--- src/rtl/core/sit_pkg.sv ---
package sit_pkg;

  // field widths fixed by the item format
  localparam int unsigned FieldW = 16;
  localparam int unsigned TolW = 16;
  localparam logic [TolW-1:0] TolReset = 16'd7;

  // default coordinate width
  localparam int unsigned CoordBitsDefault = 16;

  // number of orientation determinants per pair
  localparam int unsigned NumDet = 4;

  typedef struct packed {
    logic signed [FieldW-1:0] first_start_x;
    logic signed [FieldW-1:0] first_start_y;
    logic signed [FieldW-1:0] first_end_x;
    logic signed [FieldW-1:0] first_end_y;
    logic signed [FieldW-1:0] second_start_x;
    logic signed [FieldW-1:0] second_start_y;
    logic signed [FieldW-1:0] second_end_x;
    logic signed [FieldW-1:0] second_end_y;
  } pair_t;

endpackage

--- src/rtl/core/sit_decide.sv ---
module sit_decide #(
  parameter int unsigned COORD_BITS = sit_pkg::CoordBitsDefault
) (
  input  logic                           clk_i,
  input  logic                           rst_ni,
  input  logic                           in_valid_i,
  output logic                           in_ready_o,
  input  logic signed [2*COORD_BITS+2:0] det_i [sit_pkg::NumDet],
  input  logic [sit_pkg::NumDet-1:0]     in_box_i,
  input  logic [sit_pkg::TolW-1:0]       tol_i,
  output logic                           out_valid_o,
  input  logic                           out_ready_i,
  output logic                           segments_meet_o
);
  import sit_pkg::*;

  localparam int unsigned DW    = 2 * COORD_BITS + 3;
  localparam int unsigned CMP_W = (DW > TolW + 1) ? DW : TolW + 1;

  logic signed [CMP_W-1:0] det_x [NumDet];
  logic signed [CMP_W-1:0] tol_x;
  logic [NumDet-1:0]       near, pos, neg;
  logic                    touch, crossing;
  logic                    meet_d, meet_q;
  logic                    valid_q;

  assign tol_x = $signed({{(CMP_W-TolW){1'b0}}, tol_i});

  always_comb begin
    for (int k = 0; k < NumDet; k++) begin
      det_x[k] = CMP_W'(det_i[k]);
      near[k]  = (det_x[k] <= tol_x) && (det_x[k] >= -tol_x);
      neg[k]   = det_i[k][DW-1];
      pos[k]   = !det_i[k][DW-1] && (|det_i[k]);
    end
  end

  // an endpoint on the other segment, or both pairs strictly straddling
  assign touch    = |(near & in_box_i);
  assign crossing = ((pos[0] && neg[1]) || (neg[0] && pos[1])) &&
                    ((pos[2] && neg[3]) || (neg[2] && pos[3]));
  assign meet_d   = touch || crossing;

  assign in_ready_o = !valid_q || out_ready_i;

  always_ff @(posedge clk_i or negedge rst_ni) begin
    if (!rst_ni) begin
      valid_q <= 1'b0;
    end else if (in_ready_o) begin
      valid_q <= in_valid_i;
    end
  end

  always_ff @(posedge clk_i) begin
    if (in_ready_o && in_valid_i) begin
      meet_q <= meet_d;
    end
  end

  assign out_valid_o     = valid_q;
  assign segments_meet_o = meet_q;

  a_touch_meets: assert property (@(posedge clk_i) disable iff (!rst_ni)
    in_valid_i && in_ready_o && touch |=> out_valid_o && segments_meet_o)
    else $error("endpoint on segment did not report a meet");

  a_collinear_apart: assert property (@(posedge clk_i) disable iff (!rst_ni)
    in_valid_i && in_ready_o && in_box_i == '0 &&
    det_i[0] == '0 && det_i[1] == '0 && det_i[2] == '0 && det_i[3] == '0
    |=> out_valid_o && !segments_meet_o)
    else $error("disjoint collinear segments reported as meeting");

endmodule

--- config.mk ---
export PLATFORM = sky130hd
export DESIGN_NAME = sit_decide
export DESIGN_NICKNAME = d
export VERILOG_FILES = /design/src/rtl/core/sit_pkg.sv /design/src/rtl/core/sit_decide.sv
export SDC_FILE = /design/constraint.sdc
export NUM_CORES = 1
export LEC_CHECK = 0
export ABC_AREA = 1
export BUFFER_PORTS_ARGS = -buffer_cell sky130_fd_sc_hd__buf_2
export CAP_MARGIN = 10
export CELL_PAD_IN_SITES_DETAIL_PLACEMENT = 1
export CELL_PAD_IN_SITES_GLOBAL_PLACEMENT = 1
export CORE_MARGIN = 8
export CORE_UTILIZATION = 41
export DETAILED_ROUTE_END_ITERATION = 16
export MAX_ROUTING_LAYER = met4
export PLACE_DENSITY = 0.95
export SLEW_MARGIN = 20
export SYNTH_ARGS = -nofsm -noshare
export SYNTH_HDL_FRONTEND = slang
export SYNTH_SLANG_ARGS = --single-unit
--- constraint.sdc ---
create_clock -name clk_i -period 1.7 [get_ports clk_i]
set_input_delay 0.34 -clock clk_i [delete_from_list [all_inputs] [get_ports clk_i]]
set_output_delay 0.34 -clock clk_i [all_outputs]
set_load 0.1 [all_outputs]
==> impl_metrics.toml, run 1 <==
[yosys]
synth_area_leader_cell = "ha_1"
synth_seq_cells = 2
synth_ff_type = "edfxtp_1"
syn_inst = 953
yosysMostFrequentCell = "nand2_1"
ys.warnings.count = 0
ys_types = 42
seq_area_frac_synth = 0.00903
synth_common_cells = "nand2_1, ha_1, inv_1, nor2_1, a21oi_1"
async_reset_ff_frac = 0.500
syn_nets = 1307
yosys.area.top_type_share = 0.390
synth_edf_count = 1
netlist_top_cells_area = "ha_1, nand2_1, a21oi_1"
avgSynthCellArea_um2 = 6.40
netlist_area_um2 = 6100

[cts]
post_cts_resized = 58
clock-sinks = 2
htree_levels = 1
cts_made_buffers = 3
root_buffer = "clkbuf_16"
clockBufferDepth = 2
hold_buffers = 1
cts_setup_buffers = 20

[place]
finalWeightedCongestion = 1.13
dp.final_hpwl_um = 35900
post_dp_cell_area_um2 = 9280
io_buffers = 166

[floorplanning]
start_util = 0.420
die_x_um = 138
ios = 167
row_count = 44
die_y_um = 138

[status]
error_line = "[ERROR DPL-0033] detailed placement checks failed during check placement."
lastStage = "clock tree synthesis (4_1_cts)"
status = "did not finish"
-- kinds of logic after synthesis --
logic type / synth area share
AO/OA/AOI/OAI: 0.137
XOR/XNOR: 0.0144
adder cells (fa/ha/maj): 0.390
buffers and inverters: 0.0658
flip-flops: 0.00903
AND/OR/NAND/NOR: 0.384
-- stage by stage --
step / cells / hold WS (ns) / TNS, ns / util / worst slack (ns)
detailed placement: 1564 / 0.123 / -2.50 / 0.638 / -2.50
global placement: 1564 / 0.114 / -1.94 / 0.638 / -1.94
floorplan: 953 / 0.0444 / -1.81 / - / -1.81
==> inputs of run 2 (changes only) <==
CELL_PAD_IN_SITES_DETAIL_PLACEMENT = not set   (was 1)
CELL_PAD_IN_SITES_GLOBAL_PLACEMENT = not set   (was 1)
CORE_UTILIZATION = 35   (was 41)
MAX_ROUTING_LAYER = not set   (was met4)
PLACE_DENSITY = not set   (was 0.95)
PLACE_DENSITY_LB_ADDON = 0.15   (was not set)
==> run 2 against run 1 <==
  * Synthesized area stayed put
  * Synthesized cell count did not move
  * The flow now finishes, with violations (setup timing)
==> impl_metrics.toml, run 2 <==
[worst_setup_path]
crit_required_ns = 1.68
worst_path_max_delay_cell = "nor4_4"
worst-path-buf-inv = 7
slowest_delay_ns = 0.35
r2r_end = "segments_meet_o$_DFFE_PP_"
cp-end-kind = "register"
critical_path_class = "input pin to register"
crit_family = "simple AND/OR/NAND/NOR gates"
cp.arrival_ns = 3.40
r2r_slack_ns = 0.68
r2r_cells = 1
crit_fanout = 7
cp_num_cells = 22
start_kind = "input pin"
cp_common_cell = "buf_4"
path_cells = "buf_2 -> inv_2 -> buf_4 -> nand2_2 -> nor2_8 -> buf_4 -> nand3_2 -> buf_4 -> nor3_1 -> buf_4 -> ha_1 -> nand4_1 -> nor4_4 -> nand4_1 -> nor2_2 -> nand3_2 -> nand2_1 -> inv_1 -> nand3_1 -> nand3_2 -> a21oi_2 -> nand2_1"
r2r-start = "out_valid_o$_DFFE_PN0N_"

[finish]
fin_cells = 1640
antenna_cells = 0
drive_gt1_frac = 0.394
area_growth_pct = 64.2
final_cell_mix = "buf_4, nand2_1, ha_1"
fin_area_um2 = 10000
fill_cells = 1728
layout.cells.most_common = "buf_4"
layout.nets = 1770

[place]
io_buffers = 166
placedCellCount = 1606
post_dp_cell_area_um2 = 9310
dp.final_hpwl_um = 23900
finalWeightedCongestion = 0.992

[min_path]
holdPathEnd = "out_valid_o$_DFFE_PN0N_"
hp-start = "in_valid_i"
holdPathStages = 3
min_path_type = "input pin to register"

[sta]
period_needed_ns = 3.43
finClkSkew_ns = 0.00418
clock.fmax_ghz = 0.292
setup_ws_ns = -1.73
hold_viol = 0
whs_ns = 0.323
relSlewSlack = 0.669
rsz0062_at_grt = "yes"
fin_crit_sh = 2.02
finalSetupViolCount = 1
tightest_slew_ns = 0.495
slew_viol_final = 0
tns_ns = -1.73

[pwr]
peakVddDrop_mv = 0.213
power_mw = 2.50
power_density_nw_per_um2 = 249
p_leak_nw = 5.50

[floorplanning]
ios = 167
design.core.area_um2 = 17200
dieArea_um2 = 21900
row_count = 48
die_y_um = 148
die_x_um = 148
start_util = 0.355

[detailed_routing]
wl_um = 26700
vias_per_cell = 5.02
drt-wirelength-per-cell_um = 16.3
drt_iter0_markers = 345
vias = 8236
antenna_left = 0
firstDrtPassIters = 6
drcViolationCount = 0

[yosys]
synth_area_leader_cell = "ha_1"
yosys.area.top_type_share = 0.390
ys_types = 42
seq_area_frac_synth = 0.00903
ys.warnings.count = 0
async_reset_ff_frac = 0.500
synth_common_cells = "nand2_1, ha_1, inv_1, nor2_1, a21oi_1"
syn_inst = 953
yosysMostFrequentCell = "nand2_1"
avgSynthCellArea_um2 = 6.40
synth_ff_type = "edfxtp_1"
synth_seq_cells = 2
netlist_area_um2 = 6100
syn_nets = 1307
synth_edf_count = 1
netlist_top_cells_area = "ha_1, nand2_1, a21oi_1"

[cts]
clk_latency_ns = 0.22
htree_levels = 1
cts_tree = "done"
clock-sinks = 2
clockBufferDepth = 2
root_buffer = "clkbuf_16"
clk_pin_slew_ns = 0.03
cts_made_buffers = 3

[global_route]
gr-total-overflow = 0
grt_pass1_vias = 7987
grt_pass1_wl_um = 41000
antenna_found_initial = 0
globalRouteTotalUtil = 0.232
grt_max_degree = 9

[status]
violations = "setup timing"
status = "complete, but fails checks"

[run]
max_cap_viol_count = 0
run 2: per-stage QoR:
stage | setup slack (ns) | util
2_1_floorplan | -1.81 | -
3_3_place_gp | -2.12 | 0.542
3_5_place_dp | -2.20 | 0.542
4_1_cts | -1.76 | 0.564
5_1_grt | -1.98 | 0.583
6_report | -1.73 | 0.583
run 2: power breakdown:
part / leakage, nW / switching (mW) / total [mW] / internal [mW]
logic: 5.44 / 1.09 / 2.06 / 0.979
clock network: 0.0382 / 0.0646 / 0.374 / 0.310
registers: 0.0193 / 0.00313 / 0.0592 / 0.0561
total: 5.50 / 1.15 / 2.50 / 1.34
run 2: worst min-delay path: stages:
cell and delay [ns]:
buf_2 0.07, inv_1 0.04, nand2_1 0.05
run 2: cell families (layout without fill, tap and decap cells):
family          Yosys count  after routing  synth area share
compound gates          148            148             0.137
fa+ha+maj               190            190             0.390
buf+inv                 105            567            0.0658
xor+xnor                 10             10            0.0144
flops                     2              2           0.00903
simple gates            498            498             0.384
run 2: timing repair:
action                                  4_1_cts  5_1_grt
endpoints found under the hold margin         1        0
endpoints found under the setup margin        1        1
cloned                                        0        0
hold buffers                                  1        0
buffers inserted                             19       11
pin swaps                                    28       35
gates resized for setup                      30       37
run 2: final cells by class:
class	count	area (um2)	share of cell area
Multi-Input combinational cell	846	6100	0.609
Timing Repair Buffer	462	3100	0.309
Inverter	101	403	0.0402
Tap cell	225	282	0.0281
Clock buffer	4	78.8	0.00787
Sequential cell	2	56.3	0.00562
run 2: how the worst max path moves through the flow:
stage	from	endpoint	slack, ns
final	tol_i[3]	segments_meet_o$_DFFE_PP_	-1.73
after global routing	tol_i[1]	segments_meet_o$_DFFE_PP_	-1.98
after floorplan	tol_i[1]	segments_meet_o$_DFFE_PP_	-1.81
after global placement	tol_i[1]	segments_meet_o$_DFFE_PP_	-2.12
after CTS	tol_i[0]	segments_meet_o$_DFFE_PP_	-1.76
after detailed placement	tol_i[1]	segments_meet_o$_DFFE_PP_	-2.20
run 2: metal layers:
layer	global-route usage	wire, um	vias up
li1	-	-	4343
met1	0.310	12500	3638
met2	0.401	12300	227
met3	0.0220	1460	28
met4	0.0331	379	0
met5	0	0	-
(Power assumes the default switching activity.)
==> inputs of run 3 (changes only) <==
CORE_ASPECT_RATIO = 1.1   (was not set)
==> run 3 against run 2 <==
  * The run still ends with setup timing left
  * Worst setup slack got worse by 0.092 ns
  * Die area about the same
  * Clock-buffer cell count did not move
  * Sequential share of layout area hardly changed
  * Combinational power barely moved
  * Sequential power barely moved
  * Fmax down 2.6%
  * Final cell count rose by 0.79%
  * Critical endpoint unchanged
==> impl_metrics.toml, run 3 (synthesized netlist as in run 2, its figures left out) <==
[status]
status = "complete, but fails checks"
violations = "setup timing"

[detailed_routing]
wl_met2_um = 12100
drt-wirelength-per-cell_um = 15.6
drt_iter0_markers = 451
routed.top_layer = "met4"
met1_length_um = 11800
antenna_left = 0
firstDrtPassIters = 5
vias = 8221
wl_um = 25800
vias_per_cell = 4.97
drcViolationCount = 0
wl_met3_um = 1500

[pwr]
power.clock.fraction = 0.149
power_density_nw_per_um2 = 251
swShare = 0.454
power_frac_comb = 0.827
peakVddDrop_mv = 0.218
seqPwrFrac = 0.024
power_mw = 2.45
p_leak_nw = 5.50
power.switching_mw = 1.11
p_int_mw = 1.34

[cts]
htree_levels = 1
cts_tree = "done"
clockBufferDepth = 2
cts_made_buffers = 3
clk_latency_ns = 0.22
clk_pin_slew_ns = 0.03
root_buffer = "clkbuf_16"
clock-sinks = 2

[global_route]
grt_max_degree = 9
grt_pass1_vias = 7969
antenna_found_initial = 0
gr-total-overflow = 0
grt_pass1_wl_um = 40100
globalRouteTotalUtil = 0.229

[floorplanning]
die_x_um = 142
ios = 167
design.core.area_um2 = 17100
dieArea_um2 = 21900
start_util = 0.357
die_y_um = 154
row_count = 50

[min_path]
holdPathEnd = "out_valid_o$_DFFE_PN0N_"
min_path_type = "input pin to register"
hp-start = "in_valid_i"
holdPathStages = 3

[finish]
layout.cells.most_common = "buf_4"
fill_cells = 1753
layout.nets = 1774
fin_area_um2 = 9750
final_cell_mix = "buf_4, nand2_1, ha_1"
area_growth_pct = 59.9
antenna_cells = 0
final_core_util = 0.571
drive_gt1_frac = 0.371

[worst_setup_path]
slowest_delay_ns = 0.30
crit_required_ns = 1.67
start_kind = "input pin"
worst_path_max_delay_cell = "ha_1"
critical_path_class = "input pin to register"
r2r_cells = 1
cp_common_cell = "buf_4"
cp.arrival_ns = 3.49
crit_fanout = 3
cp-end-kind = "register"
r2r_end = "segments_meet_o$_DFFE_PP_"
r2r-start = "out_valid_o$_DFFE_PN0N_"
r2r_slack_ns = 0.75

[sta]
finalSetupViolCount = 1
fin_crit_sh = 2.07
slew_viol_final = 0
finClkSkew_ns = 0.00343
setup_ws_ns = -1.82
clock.fmax_ghz = 0.284
tightest_slew_ns = 0.501
relSlewSlack = 0.663
period_needed_ns = 3.52
hold_viol = 0
rsz0062_at_grt = "yes"

[place]
post_dp_cell_area_um2 = 9490
finalWeightedCongestion = 1.01
io_buffers = 166
dp.final_hpwl_um = 23900

[run]
max_cap_viol_count = 0
[run 3: cell count changes in the layout (fill, tap and decap cells not counted), sizes merged]
cell / delta
buf: +4
[run 3: how the worst max path moves through the flow]
stage / startpoint / endpoint / depth (start not counted)
after floorplan: tol_i[1] / segments_meet_o$_DFFE_PP_ / 26
after global placement: tol_i[1] / segments_meet_o$_DFFE_PP_ / 29
after detailed placement: tol_i[1] / segments_meet_o$_DFFE_PP_ / 29
after CTS: tol_i[1] / segments_meet_o$_DFFE_PP_ / 29
after global routing: tol_i[1] / segments_meet_o$_DFFE_PP_ / 28
final: tol_i[1] / segments_meet_o$_DFFE_PP_ / 30
[run 3: power groups by stage]
stage | Clock, mW | Combinational, mW | Sequential, mW
after detailed placement | 0 | 1.99 | 0.0593
after floorplan | 0 | 0.836 | 0.0835
after CTS | 0.370 | 2.01 | 0.0588
final | 0.366 | 2.03 | 0.0590
after global routing | 0.375 | 2.25 | 0.0591
after global placement | 0 | 1.97 | 0.0594
[run 3: repair_timing]
action / in CTS / in global routing
hold buffers: 1 / 0
endpoints found under the setup margin: 1 / 1
endpoints found under the hold margin: 1 / 0
buffers inserted: 12 / 3
pin swaps: 10 / 4
cloned: 0 / 0
gates resized for setup: 6 / 5
[run 3: worst max-delay path: cells and delay by family]
kind                     cells  cell delay, ns
AO/OA/AOI/OAI                2            0.29
adder cells (fa/ha/maj)      2            0.45
XOR/XNOR                     1            0.13
buffers and inverters       11            1.31
AND/OR/NAND/NOR             14            0.96
[run 3: layout make-up]
cell class | count | area (um2) | area share
Clock buffer | 4 | 78.8 | 0.00808
Inverter | 101 | 400 | 0.0411
Multi-Input combinational cell | 846 | 5800 | 0.595
Sequential cell | 2 | 56.3 | 0.00577
Tap cell | 234 | 293 | 0.0300
Timing Repair Buffer | 466 | 3130 | 0.321
[run 3: per-layer routing]
layer  vias up  global-route usage
met1      3604               0.298
met2       239               0.400
met3        30              0.0246
met4         0              0.0420
met5         -                   0
li1       4348                   -
[run 3: through the flow]
stage / hold slack, ns / cells / setup WS, ns / TNS (ns)
floorplan: 0.0444 / 953 / -1.81 / -1.81
global placement: 0.114 / 1633 / -2.03 / -2.03
detailed placement: 0.120 / 1633 / -2.21 / -2.21
CTS: 0.329 / 1650 / -1.75 / -1.75
global route: 0.353 / 1653 / -2.10 / -2.10
finish: 0.327 / 1653 / -1.82 / -1.82
