===== src/rtl/core/sit_pkg.sv =====
package sit_pkg;

  // field widths fixed by the item format
  localparam int unsigned FieldW = 16;
  localparam int unsigned TolW = 16;
  localparam logic [TolW-1:0] TolReset = 16'd7;

  // default coordinate width
  localparam int unsigned CoordBitsDefault = 16;

  // number of orientation determinants per pair
  localparam int unsigned NumDet = 4;

  typedef struct packed {
    logic signed [FieldW-1:0] first_start_x;
    logic signed [FieldW-1:0] first_start_y;
    logic signed [FieldW-1:0] first_end_x;
    logic signed [FieldW-1:0] first_end_y;
    logic signed [FieldW-1:0] second_start_x;
    logic signed [FieldW-1:0] second_start_y;
    logic signed [FieldW-1:0] second_end_x;
    logic signed [FieldW-1:0] second_end_y;
  } pair_t;

endpackage


===== src/rtl/core/sit_front.sv =====
module sit_front #(
  parameter int unsigned COORD_BITS = sit_pkg::CoordBitsDefault
) (
  input  logic                   clk_i,
  input  logic                   rst_ni,
  input  logic                   in_valid_i,
  output logic                   in_ready_o,
  input  sit_pkg::pair_t         pair_i,
  output logic                   out_valid_o,
  input  logic                   out_ready_i,
  output logic signed [COORD_BITS:0] opd_o [sit_pkg::NumDet][4],
  output logic [sit_pkg::NumDet-1:0] in_box_o
);
  import sit_pkg::*;

  localparam int unsigned CW = COORD_BITS;

  logic [FieldW-1:0]     fld [8];
  logic signed [CW-1:0]  crd [8];
  logic signed [CW-1:0]  ax [NumDet];
  logic signed [CW-1:0]  ay [NumDet];
  logic signed [CW-1:0]  bx [NumDet];
  logic signed [CW-1:0]  by [NumDet];
  logic signed [CW-1:0]  px [NumDet];
  logic signed [CW-1:0]  py [NumDet];
  logic signed [CW:0]    opd_d [NumDet][4];
  logic signed [CW:0]    opd_q [NumDet][4];
  logic [NumDet-1:0]     box_d, box_q;
  logic                  valid_q;
  logic                  load;

  assign fld[0] = pair_i.first_start_x;
  assign fld[1] = pair_i.first_start_y;
  assign fld[2] = pair_i.first_end_x;
  assign fld[3] = pair_i.first_end_y;
  assign fld[4] = pair_i.second_start_x;
  assign fld[5] = pair_i.second_start_y;
  assign fld[6] = pair_i.second_end_x;
  assign fld[7] = pair_i.second_end_y;

  // coordinate is the low bits of the field, or the field sign-extended
  for (genvar g = 0; g < 8; g++) begin : g_crd
    if (CW <= FieldW) begin : g_cut
      assign crd[g] = $signed(fld[g][CW-1:0]);
    end else begin : g_ext
      assign crd[g] = $signed({{(CW-FieldW){fld[g][FieldW-1]}}, fld[g]});
    end
  end

  // first segment against both second endpoints, then the reverse
  always_comb begin
    ax[0] = crd[0]; ay[0] = crd[1]; bx[0] = crd[2]; by[0] = crd[3];
    px[0] = crd[4]; py[0] = crd[5];
    ax[1] = crd[0]; ay[1] = crd[1]; bx[1] = crd[2]; by[1] = crd[3];
    px[1] = crd[6]; py[1] = crd[7];
    ax[2] = crd[4]; ay[2] = crd[5]; bx[2] = crd[6]; by[2] = crd[7];
    px[2] = crd[0]; py[2] = crd[1];
    ax[3] = crd[4]; ay[3] = crd[5]; bx[3] = crd[6]; by[3] = crd[7];
    px[3] = crd[2]; py[3] = crd[3];
  end

  always_comb begin
    for (int k = 0; k < NumDet; k++) begin
      opd_d[k][0] = (CW+1)'(py[k]) - (CW+1)'(ay[k]);
      opd_d[k][1] = (CW+1)'(bx[k]) - (CW+1)'(ax[k]);
      opd_d[k][2] = (CW+1)'(by[k]) - (CW+1)'(ay[k]);
      opd_d[k][3] = (CW+1)'(px[k]) - (CW+1)'(ax[k]);
      // closed bounding box without picking min and max
      box_d[k] = (px[k] >= ax[k] || px[k] >= bx[k]) &&
                 (px[k] <= ax[k] || px[k] <= bx[k]) &&
                 (py[k] >= ay[k] || py[k] >= by[k]) &&
                 (py[k] <= ay[k] || py[k] <= by[k]);
    end
  end

  assign in_ready_o = !valid_q || out_ready_i;
  assign load       = in_valid_i && in_ready_o;

  always_ff @(posedge clk_i or negedge rst_ni) begin
    if (!rst_ni) begin
      valid_q <= 1'b0;
    end else if (in_ready_o) begin
      valid_q <= in_valid_i;
    end
  end

  always_ff @(posedge clk_i) begin
    if (load) begin
      opd_q <= opd_d;
      box_q <= box_d;
    end
  end

  assign out_valid_o = valid_q;
  assign opd_o       = opd_q;
  assign in_box_o    = box_q;

endmodule


===== config.mk =====
export PLATFORM = sky130hd
export DESIGN_NAME = sit_front
export DESIGN_NICKNAME = d
export VERILOG_FILES = /design/src/rtl/core/sit_pkg.sv /design/src/rtl/core/sit_front.sv
export SDC_FILE = /design/constraint.sdc
export NUM_CORES = 1
export LEC_CHECK = 0
export ABC_AREA = 1
export BUFFER_PORTS_ARGS = -buffer_cell sky130_fd_sc_hd__buf_2
export CORE_ASPECT_RATIO = 1.25
export CORE_MARGIN = 2
export CORE_UTILIZATION = 55
export DETAILED_ROUTE_END_ITERATION = 8
export GPL_TIMING_DRIVEN = 0
export PLACE_DENSITY = 0.81
export SYNTH_ARGS = -nofsm -noshare
export SYNTH_HDL_FRONTEND = slang
export SYNTH_SLANG_ARGS = --single-unit

===== constraint.sdc =====
create_clock -name clk_i -period 14 [get_ports clk_i]
set_input_delay 0 -clock clk_i [delete_from_list [all_inputs] [get_ports clk_i]]
set_output_delay 0 -clock clk_i [all_outputs]
set_load 0.05 [all_outputs]

==> qor_table.md, run 1 <==
| Result | Value |
|:---|:---|
| Final worst path period share | 0.162 |
| Class of the most critical hold timing path | input port to register |
| Total routing resource utilization after global routing | 0.338 |
| Fraction of power consumed by combinational cells | 0.414 |
| Share of total power in the clock network | 0.252 |
| Post-synthesis sequential area ratio | 0.353 |
| Number of global-route vias before repair | 15,400 |
| Count of warnings emitted by yosys | 0 |
| First-iteration detailed-routing DRC count | 1,033 |
| IR drop worst, VDD | 0.000101 V |
| First-pass iteration count of the detailed router | 8 |
| Starting density of the core | 0.556 |
| Fraction of final layout cells sized beyond drive strength 1 | 0.250 |
| Clk slew on worst S/H paths | 0.06 ns |
| Total nets after synthesis | 2,395 |
| Rel. slew slack | 0.470 |
| Final setup skew | 0.0242 ns |
| Internal Power | 1.43 mW |
| Clock latency on the worst-skew pair | 0.54 ns |
| Cell variety after synth | 54 |
| Number of I/O port buffers | 409 |
| Bufs on Longest Clock Path | 3 |
| Total core area | 31,700 um2 |
| Area overhead of the layout relative to synthesis | 20.6% |
| Clock root buffer | clkbuf_16 |
| Clock buffer count from CTS | 22 |
| Cells after synthesis | 2,019 |
| Crit path setup slack, layout | 11.73 ns |
| DRC violations left | 0 |
| Element type at the critical path start | register |
| Global-route wire length before repair | 84,400 um |
| Routed wire length | 57,500 um |
| Number of hold-repair buffers added at the cts stage | 12 |
| Outcome | completed |
| Switching share of total power | 0.413 |
| Count of non-filler cells in the finished layout | 2,912 |
| Kind of end point of the critical path | register |
| Static power due to leakage | 10.7 nW |
| Register-to-Register Path Depth | 5 |
| Max Freq | 440 MHz |
| Synth Area per Inst | 8.72 um2 |
| Clock tree from TritonCTS | done |
| Slew at the pin with the worst max-slew slack | 0.793 ns |
| # IOs | 410 |
| Final std cell area, no fill | 21,200 um2 |
| Post-synthesis instance area | 17,600 um2 |
| Fraction of met2 tracks used by global routing | 0.615 |
| Flip-flop and latch count after synthesis | 207 |
| Busiest metal layer after global routing | met2 |
| Final ANT Viol Nets | 0 |
| Total instance count after detailed placement | 2,847 |
| Max-cap check violation count | 0 |
| Post-detail-place hpwl | 48,800 um |
| Total Neg Setup Slack | 0 ns |
| Die Wd | 164 um |
| Die height | 204 um |
| EDFF count, synth | 206 |
| Full die area | 33,500 um2 |
| Async set-or-reset flop fraction in the synthesized netlist | 0.00483 |
| Max-slew violations | 0 |
| Relative contribution of sequential cells to total power | 0.335 |
| Std cell rows | 73 |
| Setup WS pre-CTS | 11.60 ns |
| Worst setup path category | register to register |
| Post CTS Setup Buffer Count | 0 |
| Total number of vias | 15,500 |
| Mean routed wirelength per cell | 19.7 um |
| Final nets | 2,847 |
| P per Cell Area | 115 nW/um2 |
| Clk sinks | 207 |
| Drt via density | 5.33 |
| Hold Slack | 0.0309 ns |
| Dominant synthesized flop cell | edfxtp_1 |
| Placer's final routability congestion estimate | 0.980 |
| Met3 track demand over resource in global routing | 0.0694 |
| H-tree Lvls | 1 |
| Leftover overflow at the end of global routing | 0 |
| Met1 layer usage reported by global route | 0.353 |
| Post-Place Cell Area | 20,300 um2 |
| Clock period minus worst slack | 2.27 ns |
| Required time worst endpoint | 14.24 ns |
| Resized Gates After CTS | 0 |
| Hold Violations, Final | 0 |
| Number of antenna violations at the first check in global routing | 17 |
| Sw Pwr | 1.01 mW |
| Maximum number of pins on one net before global-route repair | 34 |
| Maximum fanout count along the critical path | 27 |
| Final count of negative-setup-slack endpoints | 0 |
| Arrival time worst endpoint | 2.52 ns |
| Unrepaired setup endpoints after global routing | false |
| Cell depth of the worst hold path | 3 |
-- layer usage --
metal | vias up | part of all wire | wire (um)
met3 | 170 | 0.072 | 4170
met1 | 7077 | 0.36 | 20400
met4 | 10 | 0.068 | 3910
met5 | - | 0.0012 | 68
li1 | 7615 | - | -
met2 | 660 | 0.50 | 28900
-- worst paths after layout --
kind	to	slack, ns	from
worst max register to register	opd_o[92]	11.73	out_valid_o
worst min register to register	opd_o[255]	0.84	out_valid_o
worst min-delay path	opd_o[117]	0.03	pair_i[31]
min in group asynchronous	out_valid_o	0.34	rst_ni
worst max-delay path	opd_o[92]	11.73	out_valid_o
max in group asynchronous	out_valid_o	13.56	rst_ni
-- power groups by stage --
stage | sequential, mW | clock (mW) | combinational, mW
finish | 0.818 | 0.615 | 1.01
global route | 0.824 | 0.643 | 1.08
CTS | 0.818 | 0.623 | 1.01
detailed placement | 0.830 | 0 | 0.998
global placement | 0.848 | 0 | 0.980
floorplan | 1.07 | 0 | 0.503
-- cell usage after synthesis (all sizes together), types with 6 or more instances --
| cell type | count | area, um2 |
|---|---|---|
| buf | 96 | 721 |
| nor2 | 129 | 532 |
| a21o | 16 | 120 |
| a31oi | 15 | 93.8 |
| ha | 232 | 2900 |
| o211ai | 10 | 80.1 |
| o21bai | 12 | 90.1 |
| nand3 | 83 | 430 |
| a21boi | 7 | 52.6 |
| fa | 12 | 240 |
| nand2 | 399 | 1570 |
| nor3 | 19 | 110 |
| inv | 291 | 1100 |
| xnor2 | 45 | 394 |
| a21oi | 186 | 968 |
| xor2 | 127 | 1110 |
| nand4 | 12 | 75.1 |
| o21a | 10 | 75.1 |
| edfxtp | 206 | 6190 |
| o2111ai | 6 | 52.6 |
| o21ai | 76 | 437 |
-- cells in the final DEF, fill, tap and decap left out, drive strengths merged --
cell type | Yosys | layout
a21o | 16 | 16
clkinv | 2 | 10
a22o | 1 | 1
o211ai | 10 | 10
o22ai | 1 | 1
a21boi | 7 | 7
clkinvlp | 0 | 4
dlygate4sd3 | 0 | 12
a31oi | 15 | 15
clkbuf | 0 | 24
nand3b | 5 | 5
a211oi | 2 | 2
o21ai | 76 | 76
dfrtp | 1 | 1
edfxtp | 206 | 206
nand3 | 83 | 83
xor2 | 127 | 127
or2 | 1 | 1
nand2 | 399 | 399
nand4 | 12 | 12
o221ai | 2 | 2
bufinv | 0 | 3
and2 | 1 | 1
nor3 | 19 | 19
ha | 232 | 232
fa | 12 | 12
diode | 0 | 13
a21oi | 186 | 186
o21bai | 12 | 12
xnor2 | 45 | 45
o2111ai | 6 | 6
nor2 | 129 | 129
nor4 | 5 | 5
buf | 96 | 512
and3 | 3 | 3
o31ai | 5 | 5
inv | 291 | 292
o21a | 10 | 10
a211o | 1 | 1
-- registers in the layout, indices dropped and copies added, names as in the netlist --
| signal | flops |
|---|---|
| in_box_o | 4 |
| out_valid_o | 1 |
| opd_o | 202 |
-- per-stage QoR --
step	utilization	power, mW
global route	0.669	2.55
CTS	0.669	2.45
finish	0.670	2.44
global placement	0.636	1.83
detailed placement	0.642	1.83
floorplan	-	1.58
-- cell type report --
| class | instances | area, um2 |
|---|---|---|
| well taps | 412 | 515 |
| fillers | 2681 | 10500 |
| multi-input cells | 1423 | 9580 |
| repair buffers | 428 | 2320 |
| inverters | 293 | 1110 |
| plain buffers | 96 | 721 |
| clock buffers | 24 | 579 |
| flip-flops and latches | 207 | 6210 |
| clock inverters | 16 | 163 |
| diodes | 13 | 32.5 |
-- critical path, cell delays in order, from the launching register on --
cell and delay (ns):
dfrtp_1 0.42, a21oi_4 0.66, buf_16 0.27, buf_12 0.22
buf_12 0.21, buf_16 0.19
-- kinds of logic (layout without fill, tap and decap cells) --
logic type | count (synthesis) | in the layout | share of synthesized area
AOI/OAI and AO/OA | 350 | 350 | 0.117
xor gates and xnor gates | 172 | 172 | 0.0855
adders and majority gates | 244 | 244 | 0.178
buffers and inverters | 389 | 857 | 0.104
DFF | 207 | 207 | 0.353
other | 0 | 13 | 0
and+or+nand+nor | 657 | 657 | 0.162
Power figures use the tool's default switching activity.
==> run 2: changes to the inputs <==
Settings changed: ABC_AREA 1 to 0, PLACE_DENSITY 0.81 to 0.82.
Clock period 14 ns to 2.4 ns, I/O delays scaled along.
==> qor_table.md, run 2 <==
| Result | Value |
|:---|:---|
| Final setup skew | 0.00697 ns |
| Failing checks | setup timing |
| Max-cap check violation count | 0 |
| Starting density of the core | 0.555 |
| Total routing resource utilization after global routing | 0.309 |
| Std cell rows | 71 |
| Mux cell area share after synthesis | 0.00121 |
| Clock period minus worst slack | 2.41 ns |
| DRC violations left | 0 |
| Bufs on Longest Clock Path | 3 |
| Post-synthesis share of cell area spent on full adders, half adders and majority gates | 0.190 |
| Post-synthesis share of cell area spent on xor and xnor gates | 0.0798 |
| Count of warnings emitted by yosys | 0 |
| Total Power Consumption | 14.1 mW |
| Crit path setup slack, layout | -0.0116 ns |
| Number of I/O port buffers | 409 |
| Area overhead of the layout relative to synthesis | 22.2% |
| Clock root buffer | clkbuf_16 |
| Most common library cells after synthesis | 232 x ha_1, 206 x edfxtp_1, 164 x inv_1, 137 x a21oi_1, 108 x xnor2_1 |
| Die Wd | 159 um |
| Setup WS pre-CTS | -0.692 ns |
| Full die area | 31,500 um2 |
| Clk sinks | 207 |
| Total nets after synthesis | 2,040 |
| Synth Area per Inst | 9.95 um2 |
| Mean routed wirelength per cell | 19.8 um |
| Number of global-route vias before repair | 14,400 |
| Required time worst endpoint | 2.68 ns |
| Max Freq | 415 MHz |
| First-pass iteration count of the detailed router | 5 |
| EDFF count, synth | 206 |
| Number of antenna violations at the first check in global routing | 2 |
| Final std cell area, no fill | 20,200 um2 |
| Die height | 198 um |
| Most common cell after layout, fill and taps aside | buf_2 |
| Kind of end point of the critical path | register |
| Complex-gate fraction of the synthesized area | 0.166 |
| Worst setup slack for register-to-register paths | 0.43 ns |
| Max-slew violations | 0 |
| P per Cell Area | 695 nW/um2 |
| Routed wire length | 50,400 um |
| Placer's final routability congestion estimate | 0.965 |
| Commonest non-fill, non-tap cells in the layout | 411 x buf_2, 232 x ha_1, 206 x edfxtp_1, 163 x inv_1, 135 x a21oi_1 |
| Static power due to leakage | 9.55 nW |
| Clock tree from TritonCTS | done |
| Post-synthesis instance area | 16,600 um2 |
| First-iteration detailed-routing DRC count | 817 |
| Largest cells by area after synthesis | edfxtp_1 37%, ha_1 18%, xnor2_1 5.7%, a21oi_1 4.1%, inv_1 3.7% |
| Post-Place Cell Area | 19,200 um2 |
| Slew at the pin with the worst max-slew slack | 0.918 ns |
| Total number of vias | 14,400 |
| Post-synthesis sequential area ratio | 0.375 |
| Async set-or-reset flop fraction in the synthesized netlist | 0.00483 |
| # IOs | 410 |
| Final worst path period share | 1.00 |
| Hold Slack | 0.0127 ns |
| Rel. slew slack | 0.388 |
| Worst setup path category | input port to register |
| Leftover overflow at the end of global routing | 0 |
| Class of the most critical hold timing path | input port to register |
| Top-count cell post-synth | ha_1 |
| Maximum number of pins on one net before global-route repair | 75 |
| H-tree Lvls | 1 |
| Clock buffer count from CTS | 23 |
| IR drop worst, VDD | 0.000587 V |
| Fraction of final layout cells sized beyond drive strength 1 | 0.255 |
| Filler cells | 2,329 |
| Global-route wire length before repair | 75,500 um |
| Share of the synthesized area in the top cell type | 0.373 |
| Final ANT Viol Nets | 0 |
| Number of flip-flops in the largest register | 202 |
| Hold Violations, Final | 0 |
| Post-detail-place hpwl | 40,900 um |
| Cells after synthesis | 1,664 |
| Most area-hungry cell type in the Yosys netlist | edfxtp_1 |
| Cell variety after synth | 69 |
| Element type at the critical path start | input port |
| Final count of negative-setup-slack endpoints | 2 |
| Outcome | finished, violations left |
| Clk slew on worst S/H paths | 0.06 ns |
| Drt via density | 5.67 |
| Flip-flop and latch count after synthesis | 207 |
| Dominant synthesized flop cell | edfxtp_1 |
| Final nets | 2,500 |
| Share of the core filled with cells in the final layout | 0.678 |
| Basic-gate share of the synthesized area counting and, or, nand and nor cells | 0.114 |
| Largest family of logic cells by synthesized area | adder cells |
| Clock latency on the worst-skew pair | 0.54 ns |
| Maximum fanout count along the critical path | 3 |
| Total core area | 29,800 um2 |
| Arrival time worst endpoint | 2.70 ns |
-- run 2: cell types whose count changed in the layout (fill, tap and decap cells not counted), moves of 25 or more --
cell	previous run	this run
nand2_1	378	63
inv_1	282	163
xor2_1	127	43
xnor2_1	45	108
nor2b_1	0	47
a21o_1	16	59
nand3_1	80	37
a21oi_1	177	135
o21ai_0	47	77
clkbuf_1	1	26
-- run 2: per-stage QoR --
| stage | TNS [ns] | instances |
|---|---|---|
| 2_1_floorplan | -54.48 | 1664 |
| 4_1_cts | 0 | 2540 |
| 5_1_grt | -0.000744 | 2544 |
| 6_report | -0.0228 | 2544 |
| 3_3_place_gp | -106.16 | 2474 |
| 3_5_place_dp | -12.45 | 2476 |
-- run 2: final timing paths --
check                       startpoint     endpoint  depth (start not counted)
max                         pair_i[80]   opd_o[184]                         12
min                         pair_i[33]    opd_o[86]                          3
max reg2reg                out_valid_o   opd_o[185]                          3
min reg2reg                out_valid_o   opd_o[205]                          2
max in group asynchronous       rst_ni  out_valid_o                          3
min in group asynchronous       rst_ni  out_valid_o                          3
-- run 2: cell families after synthesis --
kind of cell | Yosys count
buffers and inverters | 260
DFF | 207
AOI/OAI and AO/OA | 426
and+or+nand+nor | 374
muxes | 2
adders and majority gates | 244
xor gates and xnor gates | 151
-- run 2: per-layer routing --
layer,vias to the layer above,track usage,share of wire
met5,-,0,0
met1,6793,0.332,0.37
met2,649,0.589,0.51
li1,6850,-,-
met4,0,0.160,0.052
met3,124,0.0463,0.067
-- run 2: where the power goes --
| group | switching (mW) | internal, mW | leakage (nW) |
|---|---|---|---|
| clock | 1.52 | 2.21 | 0.387 |
| combinational | 3.88 | 1.74 | 7.19 |
| sequential | 0.144 | 4.58 | 1.97 |
| total | 5.54 | 8.53 | 9.55 |
-- run 2: what timing repair did --
action,in CTS,in global routing
setup endpoints to repair,4,10
gates resized for setup,2,9
pin swaps,0,3
buffers inserted,0,2
hold endpoints to repair,19,0
hold buffers,22,0
-- run 2: worst max-delay path, cell delays in order --
cell,delay (ns)
buf_2,0.10
inv_1,0.12
ha_1,0.22
fa_1,0.22
nor2b_1,0.06
o21ai_0,0.27
a21boi_1,0.18
o41ai_1,0.49
o21ai_0,0.40
o41ai_2,0.38
buf_4,0.19
xnor2_1,0.06
-- run 2: area by class of cell --
class / count / area [um2] / share of cell area
flip-flops and latches: 207 / 6210 / 0.307
well taps: 401 / 502 / 0.0248
inverters: 164 / 616 / 0.0304
clock buffers: 25 / 583 / 0.0288
multi-input cells: 1197 / 9160 / 0.452
clock inverters: 17 / 210 / 0.0104
repair buffers: 435 / 2340 / 0.115
diodes: 2 / 5.00 / 0.000247
plain buffers: 96 / 626 / 0.0309
==> run 3: changes to the inputs <==
Settings changed: PLACE_DENSITY 0.82 to unset, PLACE_DENSITY_LB_ADDON set to 0.05.
==> qor_table.md, run 3 (same netlist as run 2, synthesis figures left out) <==
| Result | Value |
|:---|:---|
| Fraction of final layout cells sized beyond drive strength 1 | 0.255 |
| Met3 layer wire length in the routed design | 2420 um |
| Met2 routed WL | 25,700 um |
| Number of flip-flops in the largest register | 202 |
| # IOs | 410 |
| Clock root buffer | clkbuf_16 |
| Max-slew violations | 0 |
| Starting density of the core | 0.555 |
| Clk sinks | 207 |
| Sequential standard cell area | 6210 um2 |
| Filler cells | 2,381 |
| Hold Violations, Final | 0 |
| Clock latency on the worst-skew pair | 0.53 ns |
| Final std cell area, no fill | 20,300 um2 |
| Leftover overflow at the end of global routing | 0 |
| Max Freq | 429 MHz |
| M1 WL | 18,100 um |
| Most common cell after layout, fill and taps aside | buf_2 |
| P per Cell Area | 687 nW/um2 |
| Logic depth of the worst path, buffers included | 12 |
| Slew at the pin with the worst max-slew slack | 0.674 ns |
| Class of the most critical hold timing path | input port to register |
| Clock buffer count from CTS | 23 |
| Max-cap check violation count | 0 |
| Uppermost layer routed | met4 |
| Routed wire length | 49,200 um |
| Total Neg Setup Slack | 0 ns |
| Register-to-Register Path Depth | 3 |
| Worst setup slack for register-to-register paths | 0.78 ns |
| Clock period minus worst slack | 2.33 ns |
| Crit-path cells | buf_2 > inv_1 > ha_1 > clkbuf_1 > nor2b_1 > o21a_1 > nor2_1 > o21bai_1 > a211o_1 > a211oi_2 > xnor2_1 > dlygate4sd3_1 |
| Maximum fanout count along the critical path | 8 |
| Number of antenna violations at the first check in global routing | 2 |
| Post-Place Cell Area | 19,200 um2 |
| Total core area | 29,800 um2 |
| Maximum number of pins on one net before global-route repair | 67 |
| Static power due to leakage | 9.57 nW |
| H-tree Lvls | 1 |
| DRC violations left | 0 |
| Worst setup path endpoint | opd_o[133] |
| First-pass iteration count of the detailed router | 5 |
| Std cell rows | 71 |
| Multi-input logic area | 9200 um2 |
| Buffer and inverter count on the worst path | 4 |
| Startpoint of the lowest-slack register-to-register path | out_valid_o |
| Final ANT Viol Nets | 0 |
| Clock tree from TritonCTS | done |
| Largest stage delay on the critical path | 0.55 ns |
| Commonest non-fill, non-tap cells in the layout | 411 x buf_2, 232 x ha_1, 206 x edfxtp_1, 164 x inv_1, 134 x a21oi_1 |
| Rel. slew slack | 0.546 |
| Total number of vias | 14,100 |
| Kind of end point of the critical path | register |
| IR drop worst, VDD | 0.000756 V |
| Worst R2R End | opd_o[150] |
| Element type at the critical path start | input port |
| Final worst path period share | 0.971 |
| Required time worst endpoint | 2.68 ns |
| Arrival time worst endpoint | 2.61 ns |
| Final nets | 2,502 |
| Cell depth of the worst hold path | 3 |
| Die height | 198 um |
| Number of I/O port buffers | 409 |
| Slowest CP cell | dlygate4sd3_1 |
| Clk slew on worst S/H paths | 0.06 ns |
| Bufs on Longest Clock Path | 3 |
| Total routing resource utilization after global routing | 0.302 |
| Number of global-route vias before repair | 14,200 |
| Final count of negative-setup-slack endpoints | 0 |
| Global-route wire length before repair | 73,700 um |
| Post-detail-place hpwl | 40,100 um |
| Mean routed wirelength per cell | 19.3 um |
| Outcome | completed |
| Drt via density | 5.53 |
| Family of cells with the greatest summed delay on the critical path | buffers and inverters |
| Final setup skew | 0.0143 ns |
| Die Wd | 159 um |
| Placer's final routability congestion estimate | 0.966 |
| Area overhead of the layout relative to synthesis | 22.6% |
| Worst setup startpoint | pair_i[34] |
| Worst setup path category | input port to register |
| First-iteration detailed-routing DRC count | 660 |
| Full die area | 31,500 um2 |
[run 3: changes by cell type in the layout (fill, tap and decap cells not counted), moves of 2 or more]
cell           previous run  this run
clkinv_1                  1         6
a21boi_1                  3         5
dlygate4sd3_1            22        25
clkinvlp_4                2         0
clkbuf_1                 26        23
[run 3: worst min path at each step]
stage | to | from | slack, ns
after global placement | out_valid_o | rst_ni | -0.23
after detailed placement | out_valid_o | rst_ni | -0.22
after global routing | opd_o[187] | pair_i[96] | 0.03
after floorplan | out_valid_o | rst_ni | -0.30
after CTS | opd_o[84] | pair_i[127] | 0.0002
final | opd_o[87] | pair_i[2] | 0.02
[run 3: metal layers]
layer  GRT usage  up-vias
li1            -     6842
met2       0.580      490
met1       0.317     6589
met4       0.170        0
met5           0        -
met3      0.0385      139
[run 3: stage by stage]
step / cells / worst slack (ns) / total power [mW] / hold slack [ns] / utilization
after global placement: 2474 / -0.725 / 10.2 / -0.225 / 0.641
after detailed placement: 2477 / -0.708 / 10.2 / -0.224 / 0.643
final: 2544 / 0.0686 / 14.0 / 0.0156 / 0.681
after CTS: 2542 / 0.0604 / 14.0 / 0.000178 / 0.678
after global routing: 2544 / -0.00391 / 14.5 / 0.0261 / 0.681
after floorplan: 1664 / -0.264 / 8.87 / -0.296 / -
[run 3: layout make-up]
cell class | instances | share of cell area
Buffer | 95 | 0.0306
Inverter | 164 | 0.0303
Antenna cell | 2 | 0.000246
Sequential cell | 207 | 0.306
Tap cell | 401 | 0.0247
Clock inverter | 17 | 0.00930
Timing Repair Buffer | 438 | 0.118
Clock buffer | 23 | 0.0283
Multi-Input combinational cell | 1197 | 0.453
[run 3: report_power, final]
group | internal [mW] | total, mW | switching, mW
combinational | 1.75 | 5.59 | 3.83
clock | 2.17 | 3.63 | 1.46
sequential | 4.58 | 4.73 | 0.152
[run 3: tightest hold or removal path: stages]
cell,delay [ns]
buf_2,0.13
ha_1,0.19
xnor2_1,0.12
[run 3: repair_timing]
action                                 in CTS  in global routing
gates cloned                                0                  0
hold buffers                               25                  0
endpoints found under the hold margin      22                  0
setup endpoints to repair                   5                 14
pin swaps                                   0                  2
gates resized for setup                     5                 15
setup buffers                               0                  1
